### config.mk
export PLATFORM = sky130hd
export DESIGN_NAME = two_relay_fire_sequencer_unit
export DESIGN_NICKNAME = d
export VERILOG_FILES = /design/src/hdl/trsu_pkg.sv /design/src/hdl/trsu_cfg.sv /design/src/hdl/trsu_core.sv /design/src/hdl/two_relay_fire_sequencer_unit.sv
export SDC_FILE = /design/constraint.sdc
export NUM_CORES = 1
export LEC_CHECK = 0
export ABC_AREA = 1
export BUFFER_PORTS_ARGS = -buffer_cell sky130_fd_sc_hd__clkbuf_2
export CAP_MARGIN = 20
export CORE_MARGIN = 2
export CORE_UTILIZATION = 40
export CTS_CLUSTER_DIAMETER = 60
export DETAILED_ROUTE_END_ITERATION = 7
export GPL_TIMING_DRIVEN = 0
export MAX_ROUTING_LAYER = met4
export SETUP_SLACK_MARGIN = 0.02
export SYNTH_ARGS = -nofsm -noshare
export SYNTH_HDL_FRONTEND = slang
export SYNTH_HIERARCHICAL = 1
export SYNTH_SLANG_ARGS = --single-unit
### constraint.sdc
create_clock -name clk -period 3.1 [get_ports clk]
set_input_delay 0.155 -clock clk [delete_from_list [all_inputs] [get_ports clk]]
set_output_delay 0.155 -clock clk [all_outputs]
set_load 0.05 [all_outputs]
### src/hdl/trsu_pkg.sv
// Shared types, codes and helpers for the two-relay fire sequencer.
// Used by trsu_cfg, trsu_core and the top level two_relay_fire_sequencer_unit.
`default_nettype none

package trsu_pkg;

  localparam int DurW  = 16;
  localparam int CfgAW = 3;

  // Item kinds carried on the input tuser.
  localparam logic [1:0] MODE_TICK  = 2'd0;
  localparam logic [1:0] MODE_START = 2'd1;
  localparam logic [1:0] MODE_STOP  = 2'd2;

  // Refusal reasons.
  localparam logic [1:0] REFUSE_NONE   = 2'd0;
  localparam logic [1:0] REFUSE_FIRING = 2'd1;
  localparam logic [1:0] REFUSE_COOL   = 2'd2;

  // Reported phase codes.
  localparam logic [1:0] PHASE_IDLE    = 2'd0;
  localparam logic [1:0] PHASE_PREFIRE = 2'd1;
  localparam logic [1:0] PHASE_WAIT1   = 2'd2;
  localparam logic [1:0] PHASE_WAIT2   = 2'd3;

  // Configuration register indexes.
  localparam logic [CfgAW-1:0] REG_PREFIRE  = 3'd0;
  localparam logic [CfgAW-1:0] REG_CHANNEL  = 3'd1;
  localparam logic [CfgAW-1:0] REG_MIN_DUR  = 3'd2;
  localparam logic [CfgAW-1:0] REG_MAX_DUR  = 3'd3;
  localparam logic [CfgAW-1:0] REG_COOLDOWN = 3'd4;
  localparam logic [CfgAW-1:0] REG_TWO_CH   = 3'd5;

  localparam logic [DurW-1:0] MIN_DUR_RESET = 16'd100;
  localparam logic [DurW-1:0] MAX_DUR_RESET = 16'd5000;
  localparam logic [DurW-1:0] ELAPSED_MAX   = 16'hFFFF;

  typedef enum logic [3:0] {
    PH_IDLE    = 4'b0001,
    PH_PREFIRE = 4'b0010,
    PH_WAIT1   = 4'b0100,
    PH_WAIT2   = 4'b1000
  } phase_t;

  typedef struct packed {
    logic [DurW-1:0] pre_delay;
    logic [DurW-1:0] channel_delay;
    logic [DurW-1:0] min_duration;
    logic [DurW-1:0] max_duration;
    logic [DurW-1:0] cooldown;
    logic            two_channels;
  } cfg_t;

  // Field order gives the tdata packing, relay_one_on in bit 0.
  typedef struct packed {
    logic       cooldown_active;
    logic       sequence_done;
    logic [1:0] refuse_reason;
    logic       start_accepted;
    logic [1:0] phase;
    logic       relay_two_on;
    logic       relay_one_on;
  } result_t;

  function automatic logic [1:0] phase_code(phase_t ph);
    logic [1:0] code;
    code = PHASE_IDLE;
    unique case (ph)
      PH_IDLE:    code = PHASE_IDLE;
      PH_PREFIRE: code = PHASE_PREFIRE;
      PH_WAIT1:   code = PHASE_WAIT1;
      PH_WAIT2:   code = PHASE_WAIT2;
      default:    code = PHASE_IDLE;
    endcase
    return code;
  endfunction

endpackage

`default_nettype wire

### src/hdl/trsu_cfg.sv
// Configuration register file of the fire sequencer.
// Depends on trsu_pkg for the register indexes and the cfg_t bundle.
`default_nettype none

module trsu_cfg (
  input  wire logic                       clk,
  input  wire logic                       rst_n,
  input  wire logic                       cfg_we,
  input  wire logic [trsu_pkg::CfgAW-1:0] cfg_addr,
  input  wire logic [trsu_pkg::DurW-1:0]  cfg_wdata,
  output trsu_pkg::cfg_t                  cfg
);
  import trsu_pkg::*;

  cfg_t cfg_r;

  always_ff @(posedge clk) begin
    if (!rst_n) begin
      cfg_r.pre_delay     <= '0;
      cfg_r.channel_delay <= '0;
      cfg_r.min_duration  <= MIN_DUR_RESET;
      cfg_r.max_duration  <= MAX_DUR_RESET;
      cfg_r.cooldown      <= '0;
      cfg_r.two_channels  <= 1'b0;
    end else if (cfg_we) begin
      unique case (cfg_addr)
        REG_PREFIRE:  cfg_r.pre_delay     <= cfg_wdata;
        REG_CHANNEL:  cfg_r.channel_delay <= cfg_wdata;
        REG_MIN_DUR:  cfg_r.min_duration  <= cfg_wdata;
        REG_MAX_DUR:  cfg_r.max_duration  <= cfg_wdata;
        REG_COOLDOWN: cfg_r.cooldown      <= cfg_wdata;
        REG_TWO_CH:   cfg_r.two_channels  <= cfg_wdata[0];
        default: ;
      endcase
    end
  end

  assign cfg = cfg_r;

endmodule

`default_nettype wire

### src/hdl/trsu_core.sv
// Sequencer state and its single-pass update for one item.
// Depends on trsu_pkg; the result is combinational and registered by the top level.
`default_nettype none

module trsu_core (
  input  wire logic                      clk,
  input  wire logic                      rst_n,
  input  wire logic                      step,
  input  wire logic [1:0]                mode,
  input  wire logic [trsu_pkg::DurW-1:0] fire_len,
  input  wire trsu_pkg::cfg_t            cfg,
  output trsu_pkg::result_t              result
);
  import trsu_pkg::*;

  phase_t          phase_r, phase_nxt;
  logic [DurW-1:0] elapsed_r, elapsed_nxt;
  logic [DurW-1:0] active_dur_r, active_dur_nxt;
  logic [DurW-1:0] cool_r, cool_nxt;
  logic            relay1_r, relay1_nxt;
  logic            relay2_r, relay2_nxt;
  logic [DurW-1:0] elapsed_inc;
  logic [DurW-1:0] clamped;
  logic            accepted;
  logic            done;
  logic [1:0]      refuse;

  always_comb begin
    // Sequence time saturates rather than wrapping.
    elapsed_inc = elapsed_r;
    if (phase_r != PH_IDLE && elapsed_r != ELAPSED_MAX) begin
      elapsed_inc = elapsed_r + 16'd1;
    end

    clamped = fire_len;
    if (fire_len < cfg.min_duration) begin
      clamped = cfg.min_duration;
    end else if (fire_len > cfg.max_duration) begin
      clamped = cfg.max_duration;
    end
  end

  always_comb begin
    phase_nxt      = phase_r;
    elapsed_nxt    = elapsed_r;
    active_dur_nxt = active_dur_r;
    cool_nxt       = cool_r;
    relay1_nxt     = relay1_r;
    relay2_nxt     = relay2_r;
    accepted       = 1'b0;
    done           = 1'b0;
    refuse         = REFUSE_NONE;

    case (mode)
      MODE_TICK: begin
        cool_nxt    = (cool_r != '0) ? cool_r - 16'd1 : cool_r;
        elapsed_nxt = elapsed_inc;
        unique case (phase_r)
          PH_PREFIRE: begin
            if (elapsed_inc >= cfg.pre_delay) begin
              relay1_nxt  = 1'b1;
              relay2_nxt  = 1'b0;
              phase_nxt   = PH_WAIT1;
              elapsed_nxt = '0;
            end
          end
          PH_WAIT1: begin
            if (cfg.two_channels) begin
              if (elapsed_inc >= cfg.channel_delay) begin
                relay2_nxt  = 1'b1;
                phase_nxt   = PH_WAIT2;
                elapsed_nxt = '0;
              end
            end else if (elapsed_inc >= active_dur_r) begin
              relay1_nxt  = 1'b0;
              relay2_nxt  = 1'b0;
              phase_nxt   = PH_IDLE;
              elapsed_nxt = '0;
              cool_nxt    = cfg.cooldown;
              done        = 1'b1;
            end
          end
          PH_WAIT2: begin
            if (elapsed_inc >= active_dur_r) begin
              relay1_nxt  = 1'b0;
              relay2_nxt  = 1'b0;
              phase_nxt   = PH_IDLE;
              elapsed_nxt = '0;
              cool_nxt    = cfg.cooldown;
              done        = 1'b1;
            end
          end
          default: ;
        endcase
      end
      MODE_START: begin
        if (phase_r != PH_IDLE) begin
          refuse = REFUSE_FIRING;
        end else if (cool_r != '0) begin
          refuse = REFUSE_COOL;
        end else begin
          active_dur_nxt = clamped;
          phase_nxt      = PH_PREFIRE;
          elapsed_nxt    = '0;
          accepted       = 1'b1;
        end
      end
      MODE_STOP: begin
        relay1_nxt = 1'b0;
        relay2_nxt = 1'b0;
        if (phase_r != PH_IDLE) begin
          phase_nxt   = PH_IDLE;
          elapsed_nxt = '0;
          cool_nxt    = cfg.cooldown;
          done        = 1'b1;
        end
      end
      default: ;
    endcase
  end

  always_ff @(posedge clk) begin
    if (!rst_n) begin
      phase_r      <= PH_IDLE;
      elapsed_r    <= '0;
      active_dur_r <= '0;
      cool_r       <= '0;
      relay1_r     <= 1'b0;
      relay2_r     <= 1'b0;
    end else if (step) begin
      phase_r      <= phase_nxt;
      elapsed_r    <= elapsed_nxt;
      active_dur_r <= active_dur_nxt;
      cool_r       <= cool_nxt;
      relay1_r     <= relay1_nxt;
      relay2_r     <= relay2_nxt;
    end
  end

  always_comb begin
    result.relay_one_on    = relay1_nxt;
    result.relay_two_on    = relay2_nxt;
    result.phase           = phase_code(phase_nxt);
    result.start_accepted  = accepted;
    result.refuse_reason   = refuse;
    result.sequence_done   = done;
    result.cooldown_active = (cool_nxt != '0);
  end

endmodule

`default_nettype wire

### src/hdl/two_relay_fire_sequencer_unit.sv
// Two-relay fire sequencer: configuration registers, item register, state update, result register.
// Depends on trsu_pkg, trsu_cfg and trsu_core.
`default_nettype none

// Each input item (a tick, a start or a stop) produces exactly one result item that
// reports the relay drives, the phase and the start/stop outcome after that item.
// The block takes one item per clock cycle unless the result stalls; each item passes
// from the input item register through the combinational state update into the result
// register. A stalled result holds the input side only once the item register is also
// full. Configuration is written through cfg_we/cfg_addr, by the user only while no item
// is in flight (not enforced by the block); writes to indexes beyond the list are ignored.
module two_relay_fire_sequencer_unit (
  input  wire logic        clk,
  input  wire logic        rst_n,
  input  wire logic        in_tvalid,
  output logic             in_tready,
  input  wire logic [15:0] in_tdata,   // [15:0] requested fire length
  input  wire logic [1:0]  in_tuser,   // [1:0] mode
  output logic             out_tvalid,
  input  wire logic        out_tready,
  // [0] relay_one_on, [1] relay_two_on, [3:2] phase, [4] start_accepted,
  // [6:5] refuse_reason, [7] sequence_done, [8] cooldown_active, [15:9] zero
  output logic [15:0]      out_tdata,
  input  wire logic        cfg_we,
  input  wire logic [trsu_pkg::CfgAW-1:0] cfg_addr,
  input  wire logic [trsu_pkg::DurW-1:0]  cfg_wdata
);
  import trsu_pkg::*;

  cfg_t            cfg;
  result_t         result;
  result_t         out_res_r;
  logic            out_valid_r;
  logic            in_valid_r;
  logic [1:0]      in_mode_r;
  logic [DurW-1:0] in_dur_r;
  logic            advance;
  logic            step;

  trsu_cfg u_cfg (
    .clk       (clk),
    .rst_n     (rst_n),
    .cfg_we    (cfg_we),
    .cfg_addr  (cfg_addr),
    .cfg_wdata (cfg_wdata),
    .cfg       (cfg)
  );

  trsu_core u_core (
    .clk      (clk),
    .rst_n    (rst_n),
    .step     (step),
    .mode     (in_mode_r),
    .fire_len (in_dur_r),
    .cfg      (cfg),
    .result   (result)
  );

  assign advance   = !out_valid_r || out_tready;
  assign step      = in_valid_r && advance;
  assign in_tready = !in_valid_r || advance;

  always_ff @(posedge clk) begin
    if (!rst_n) begin
      in_valid_r <= 1'b0;
    end else if (in_tvalid && in_tready) begin
      in_valid_r <= 1'b1;
    end else if (advance) begin
      in_valid_r <= 1'b0;
    end
  end

  always_ff @(posedge clk) begin
    if (in_tvalid && in_tready) begin
      in_mode_r <= in_tuser;
      in_dur_r  <= in_tdata;
    end
  end

  always_ff @(posedge clk) begin
    if (!rst_n) begin
      out_valid_r <= 1'b0;
    end else if (step) begin
      out_valid_r <= 1'b1;
    end else if (out_tready) begin
      out_valid_r <= 1'b0;
    end
  end

  always_ff @(posedge clk) begin
    if (step) begin
      out_res_r <= result;
    end
  end

  assign out_tvalid = out_valid_r;
  assign out_tdata  = {7'd0, out_res_r};

  // Relay one is driven exactly while the sequence sits in a relay wait phase.
  a_relay_one_phase: assert property (@(posedge clk) disable iff (!rst_n)
    out_valid_r |-> (out_res_r.relay_one_on ==
      (out_res_r.phase == PHASE_WAIT1 || out_res_r.phase == PHASE_WAIT2)))
    else $error("relay one drive disagrees with phase");

  // Relay two only ever runs together with relay one in the last phase.
  a_relay_two_phase: assert property (@(posedge clk) disable iff (!rst_n)
    (out_valid_r && out_res_r.relay_two_on) |->
      (out_res_r.relay_one_on && out_res_r.phase == PHASE_WAIT2))
    else $error("relay two on outside the second wait phase");

  // An accepted start always lands in prefire and is never also refused.
  a_start_prefire: assert property (@(posedge clk) disable iff (!rst_n)
    (out_valid_r && out_res_r.start_accepted) |->
      (out_res_r.phase == PHASE_PREFIRE && out_res_r.refuse_reason == REFUSE_NONE))
    else $error("accepted start not in prefire");

  // A finished or stopped sequence leaves the block idle with both relays off.
  a_done_idle: assert property (@(posedge clk) disable iff (!rst_n)
    (out_valid_r && out_res_r.sequence_done) |->
      (out_res_r.phase == PHASE_IDLE && !out_res_r.relay_one_on &&
       !out_res_r.relay_two_on))
    else $error("sequence done while not idle");

endmodule

`default_nettype wire

==> flow_summary.json, run 1 <==
{
  "status": "complete, but fails checks",
  "violations": "setup timing",
  "die_area_mm2": 0.0279,
  "grt_pass1_wl_mm": 50.2,
  "cts_sinks": 164,
  "initial_core_util_pct": 40.7,
  "clkPwrFrac_pct": 35.7,
  "clock-skew-final_ns": 0.00829,
  "tritoncts": "done",
  "routed_wl_mm": 32.0,
  "avgRoutedWirePerCell_um": 15.9,
  "synth_area_leaders": "dfxtp_1, nand2_1, ha_1",
  "start_kind": "flip-flop",
  "final_common_cell": "nand2_1",
  "ir_worst_vdd_mv": 0.344,
  "syn_to_final_growth_pct": 22.8,
  "cp_slowest_cell": "dfxtp_4",
  "setup_slack_ns": -0.539,
  "p_comb_share_pct": 24.3,
  "syn_area_per_cell_um2": 6.97,
  "maxSlewHeadroom_pct": 48.8,
  "max_stage_delay_ns": 0.35,
  "rsz0062_at_grt": "true",
  "clk_pin_slew_ns": 0.07,
  "final_cell_mix": "nand2_1, nor2_1, inv_1, dfxtp_1, nand3_1",
  "power.density_mw_per_mm2": 444,
  "num_antenna_cells": 0,
  "swShare_pct": 33.5,
  "cts_buffers": 17,
  "syn-cell-area_mm2": 0.0106,
  "crit_path_end_kind": "flip-flop",
  "arrival_ns": 3.80,
  "top_usage_layer": "met2",
  "crit_buf_inv": 2,
  "grt_max_degree": 19,
  "grt_pass1_vias": 9539,
  "synth_top_area_share_pct": 25.8,
  "synth_ff_type": "dfxtp_1",
  "min_path_type": "input pin to flip-flop",
  "io_pins": 60,
  "final.min_clock_period_ns": 3.64,
  "seq_area_frac_synth_pct": 33.4,
  "ys_types": 49,
  "grt_antenna_before_repair": 0,
  "portBuffers": 52,
  "r2r_slack_ns": -0.54,
  "leakage_nw": 5.80,
  "clk_latency_ns": 0.43,
  "synth_seq_cells": 164,
  "fp.dieW_um": 167,
  "ant_nets": 0,
  "drtPass1Iterations": 5,
  "drt-initial-drc-count": 750,
  "place_congestion": 0.907,
  "hold_violations": 0,
  "yosys.area.top_type": "dfxtp_1",
  "rows": 59,
  "cts_root_buf": "clkbuf_16",
  "avgViaCountPerCell": 5.13,
  "slew_violations": 0,
  "grt_usage_pct": 23.4,
  "post_dp_cell_area_mm2": 0.0114,
  "power_mw": 5.80,
  "fmax_mhz": 275,
  "num_vias": 10400,
  "use_met2_pct": 37.8,
  "clock_path_buffers": 2,
  "setup_viol_count_final": 44,
  "cap_violations": 0,
  "async_flop_share_pct": 0,
  "grt_util_met1_pct": 30.0,
  "power_switching_mw": 1.94,
  "dpl.hpwl_mm": 24.0,
  "critical_path.top_delay_family": "simple AND/OR/NAND/NOR gates",
  "drc": 0,
  "die_h_um": 167,
  "worst-setup-path-type": "flip-flop to flip-flop",
  "core_area_mm2": 0.0261,
  "power.internal_mw": 3.86,
  "worst_pin_slew_ns": 0.769,
  "crit_chain": "ha_4, nand3_4, nor3_4, a31oi_4, nand3_2, or2_1, nor2_2, xor2_1, inv_2, ha_4, nand2_4, nor4_4, nand2_2, nand2_4, nand2_8, buf_6, nand4_1, nand3_1, nand2_1, nand2_1, nor2_2, nand4_1",
  "htreeDepth": 4,
  "final_nets": 1797,
  "min_period_over_period_pct": 117,
  "gr-total-overflow": 0,
  "cp_max_fo": 5,
  "seq_power_share_pct": 40.1,
  "drive_above_1_share_pct": 19.7,
  "required_ns": 3.26,
  "tns_ns": -14.82,
  "synth_edf_count": 27,
  "final_area_mm2": 0.0131,
  "yosys_warnings": 6,
  "grt_util_met3_pct": 3.07,
  "syn_inst": 1528
}
worst paths after layout:
| path | cells past startpoint | startpoint | to |
|---|---|---|---|
| setup / recovery | 22 | u_core/elapsed_r[1] | out_tdata[8] |
| hold / removal | 3 | rst_n | in_valid_r |
| setup reg to reg | 22 | u_core/elapsed_r[1] | out_tdata[8] |
| hold reg to reg | 2 | u_cfg/cfg[24] | u_cfg/cfg[24] |
sequential cells by signal, indices dropped and copies added (netlist names):
register             count
u_cfg/cfg               81
u_core/active_dur_r     16
u_core/relay1_r          1
in_mode_r                2
u_core/phase_r           4
in_dur_r                16
out_tdata                9
out_tvalid               1
u_core/elapsed_r        16
u_core/relay2_r          1
in_valid_r               1
u_core/cool_r           16
through the flow:
step | util (%) | hold WS [ns] | worst slack [ns] | instances
after detailed placement | 43.7 | 0.334 | -0.971 | 1922
after global placement | 43.7 | 0.331 | -0.897 | 1921
after floorplan | - | 0.254 | -0.0755 | 1534
after CTS | 48.6 | 0.00591 | -0.414 | 2008
after global routing | 50.0 | 0.0271 | -0.696 | 2018
final | 50.0 | 0.00978 | -0.539 | 2018
cells in the mapped netlist, types with 2 or more instances:
| library cell | instances |
|---|---|
| a21oi_1 | 81 |
| o21ai_0 | 50 |
| buf_1 | 5 |
| inv_2 | 10 |
| nor3_1 | 14 |
| o21a_1 | 3 |
| ha_1 | 85 |
| nor2_1 | 219 |
| o21ai_1 | 10 |
| edfxtp_1 | 27 |
| inv_1 | 193 |
| inv_4 | 2 |
| xnor2_1 | 4 |
| o211ai_1 | 20 |
| nand3_1 | 136 |
| nand2_1 | 323 |
| clkinv_1 | 5 |
| clkbuf_1 | 26 |
| nor2_2 | 7 |
| a211oi_1 | 2 |
| a21oi_2 | 20 |
| nor3_4 | 2 |
| nand3_4 | 2 |
| nand3_2 | 3 |
| buf_2 | 19 |
| a31oi_1 | 2 |
| nand4_1 | 27 |
| buf_4 | 19 |
| nor2_4 | 9 |
| a221oi_1 | 12 |
| dfxtp_1 | 137 |
| nor4_1 | 4 |
| nand2_2 | 16 |
| xor2_1 | 19 |
final cells by class:
type,instances,area [um^2]
Timing Repair Buffer,117,885
Clock buffer,19,454
Inverter,210,796
Buffer,70,394
Fill cell,2669,13100
Sequential cell,164,3570
Clock inverter,13,115
Multi-Input combinational cell,1090,6440
Tap cell,335,419
routing by layer:
layer	wire length [um]	vias up	part of all wire [%]
met3	1760	50	5.5
met4	862	0	2.7
met5	0	-	0
met1	14300	4743	45
met2	15100	330	47
li1	-	5231	-
power by group through the flow:
| stage | Combinational, mW | Sequential (mW) | Clock, mW |
|---|---|---|---|
| 2_1_floorplan | 0.830 | 2.37 | 0 |
| 3_3_place_gp | 1.13 | 2.37 | 0 |
| 3_5_place_dp | 1.15 | 2.37 | 0 |
| 4_1_cts | 1.30 | 2.32 | 2.11 |
| 5_1_grt | 1.55 | 2.34 | 2.19 |
| 6_report | 1.41 | 2.33 | 2.07 |
timing repair:
| action | in CTS | in global routing |
|---|---|---|
| endpoints found under the hold margin | 28 | 0 |
| cloned | 2 | 2 |
| hold buffers | 28 | 0 |
| buffers inserted | 24 | 13 |
| setup endpoints to repair | 44 | 44 |
| pin swaps | 25 | 36 |
| gates resized for setup | 60 | 71 |
cells by family (layout without fill, tap and decap cells):
| group | after synthesis | in the layout | share of synthesized area [%] |
|---|---|---|---|
| fa+ha+maj | 85 | 85 | 9.99 |
| flops | 164 | 164 | 33.4 |
| xor+xnor | 23 | 23 | 1.89 |
| buf+inv | 281 | 429 | 11.0 |
| compound gates | 205 | 205 | 11.7 |
| simple gates | 769 | 770 | 32.0 |
| other cells | 1 | 7 | 0.0352 |
worst min-delay path, stage by stage:
cell and delay (ns):
clkbuf_2 0.12, inv_1 0.09, a21oi_2 0.03
No activity file was read; power rests on OpenSTA's default activity.
==> run 2, diff against run 1 <==
- ABC_AREA: 1 -> not set
==> run 2 against run 1 <==
Compared with the run above:
- design area down 1.4%
- the run still ends with setup timing left
- synthesized cell count down 27%
- setup slack worse by 1.0 ns
- combinational power down 28%
- utilization up 2.8 points
- area after synthesis down 6.2%
- largest cell class unchanged
- clock skew up 0.0032 ns
- non-clock buffer count up 15
- largest power group unchanged
- hold slack better by 0.0013 ns
==> flow_summary.json, run 2 <==
{
  "status": "complete, but fails checks",
  "violations": "setup timing",
  "crit_path_end_kind": "flip-flop",
  "tritoncts": "done",
  "die_h_um": 162,
  "arrival_ns": 4.82,
  "syn_inst": 1111,
  "final_util_pct": 52.8,
  "ys_types": 90,
  "grt_max_degree": 19,
  "syn_to_final_growth_pct": 29.0,
  "worst-setup-path-type": "flip-flop to flip-flop",
  "seq_area_frac_synth_pct": 35.6,
  "grt_antenna_before_repair": 0,
  "min_period_over_period_pct": 151,
  "route.met2.wl_mm": 13.5,
  "largest_reg_flops": 81,
  "async_flop_share_pct": 0,
  "rows": 57,
  "drc": 0,
  "yosys_warnings": 6,
  "synth_common_cells": "dfxtp_1, nand2_1, mux2i_1, inv_1, ha_1",
  "wl_met3_mm": 1.76,
  "final_common_cell": "nand2_1",
  "nFillCells": 2251,
  "avgViaCountPerCell": 5.41,
  "cts_root_buf": "clkbuf_16",
  "ant_nets": 0,
  "cts_buffers": 17,
  "clk_pin_slew_ns": 0.08,
  "grt_pass1_wl_mm": 46.2,
  "cap_violations": 0,
  "clkPwrFrac_pct": 39.1,
  "drive_above_1_share_pct": 24.7,
  "syn-cell-area_mm2": 0.00999,
  "num_antenna_cells": 0,
  "ir_worst_vdd_mv": 0.350,
  "start_kind": "flip-flop",
  "routed_wl_mm": 29.6,
  "clock_path_buffers": 2,
  "final.min_clock_period_ns": 4.67,
  "core_area_mm2": 0.0244,
  "clock-skew-final_ns": 0.0115,
  "synth_top_area_share_pct": 27.5,
  "cts_sinks": 164,
  "dpl.hpwl_mm": 21.7,
  "worst_pin_slew_ns": 0.907,
  "seq_power_share_pct": 42.1,
  "setup_viol_count_final": 44,
  "yosys.area.top_type": "dfxtp_1",
  "min_path_type": "input pin to flip-flop",
  "syn_area_per_cell_um2": 8.99,
  "die_area_mm2": 0.0263,
  "fmax_mhz": 214,
  "htreeDepth": 4,
  "leakage_nw": 5.56,
  "setup_slack_ns": -1.57,
  "required_ns": 3.25,
  "grt_usage_pct": 23.3,
  "power.density_mw_per_mm2": 420,
  "p_comb_share_pct": 18.8,
  "initial_core_util_pct": 41.0,
  "power_mw": 5.41,
  "avgRoutedWirePerCell_um": 18.4,
  "swShare_pct": 31.0,
  "topRoutingLayerUsed": "met4",
  "synth_edf_count": 27,
  "synth_area_leaders": "dfxtp_1, ha_1, mux2i_1",
  "synth_ff_type": "dfxtp_1",
  "drtPass1Iterations": 5,
  "clk_latency_ns": 0.44,
  "cp_max_fo": 6,
  "drt-initial-drc-count": 540,
  "final_cell_mix": "nand2_1, dfxtp_1, mux2i_1, inv_1, ha_1",
  "place_congestion": 0.931,
  "met1_length_mm": 13.7,
  "num_vias": 8689,
  "synth_seq_cells": 164,
  "maxSlewHeadroom_pct": 38.7,
  "hold_violations": 0,
  "gr-total-overflow": 0,
  "final_nets": 1397,
  "power_switching_mw": 1.68,
  "slew_violations": 0,
  "portBuffers": 52,
  "grt_pass1_vias": 8310,
  "power.internal_mw": 3.73,
  "fp.dieW_um": 162,
  "rsz0062_at_grt": "true",
  "io_pins": 60
}
-- run 2: changes by cell type after synthesis, sizes merged, moves of 14 or more --
cell	before	now
nand2	340	138
nor2	235	56
nand3	141	14
inv	205	90
mux2i	0	99
a21oi	101	43
a22oi	0	30
nor2b	0	25
a21o	0	24
xnor2	4	18
-- run 2: worst paths after layout --
path	from	to	slack, ns	cells past startpoint
min	cfg_wdata[9]	u_cfg/cfg[26]	0.01	3
min reg2reg	u_cfg/cfg[57]	u_cfg/cfg[57]	0.46	2
max reg2reg	u_core/elapsed_r[0]	out_tdata[8]	-1.57	20
max	u_core/elapsed_r[0]	out_tdata[8]	-1.57	20
-- run 2: final cells by class --
class | instances | area (um^2) | area share [%]
buffer | 66 | 434 | 3.37
clock buffer | 18 | 429 | 3.33
clock inverter | 14 | 158 | 1.22
inverter | 91 | 342 | 2.65
multi-input combinational | 794 | 6530 | 50.7
sequential | 164 | 3570 | 27.7
tap | 324 | 405 | 3.15
timing repair buffer | 136 | 1020 | 7.91
-- run 2: timing repair --
item                                   4_1_cts  5_1_grt
pin swaps                                   40       41
setup buffers                               37       24
hold buffers                                23        0
endpoints found under the hold margin       23        0
gates cloned                                 1        1
gates resized for setup                     78       78
setup endpoints to repair                   60       54
-- run 2: power groups by stage --
stage	Sequential (mW)	Combinational [mW]	Clock (mW)
floorplan	2.33	0.590	0
global placement	2.33	0.832	0
detailed placement	2.33	0.837	0
CTS	2.28	0.932	2.16
global route	2.29	1.10	2.26
finish	2.28	1.02	2.12
-- run 2: metrics by stage --
stage,std cells,hold slack [ns],TNS (ns),instance area [um^2],worst slack [ns]
after floorplan,1117,0.254,-31.70,10200,-1.11
after global placement,1493,0.332,-75.81,10900,-2.28
after detailed placement,1494,0.334,-78.46,10900,-2.25
after CTS,1587,0.00185,-56.08,12400,-1.64
after global routing,1607,0.0129,-62.17,12900,-1.81
final,1607,0.0111,-53.48,12900,-1.57
-- run 2: cell families after synthesis --
logic type | synth area share (%)
compound gates | 15.3
simple gates | 18.1
mux | 10.4
fa+ha+maj | 10.6
xor+xnor | 2.62
other cells | 0.0375
flops | 35.6
buf+inv | 7.35
-- run 2: per-layer routing --
metal / global-route usage (%) / up-vias
li1: - / 4272
met1: 31.0 / 4086
met2: 35.4 / 293
met3: 5.06 / 38
met4: 7.16 / 0
met5: - / -
-- run 2: worst max-delay path, cell delays in order, from the launching register on --
cell      delay, ns
dfxtp_4        0.38
ha_2           0.20
nand3_2        0.13
nor4_4         0.31
buf_4          0.17
nor2_4         0.04
buf_4          0.15
and4_1         0.21
nand3_1        0.14
xnor2_2        0.22
ha_1           0.33
a211o_1        0.29
a21oi_1        0.25
o32ai_4        0.14
a21o_1         0.21
buf_4          0.17
o211ai_1       0.17
o211ai_1       0.15
a211o_1        0.27
nor4_2         0.31
nand4_1        0.16
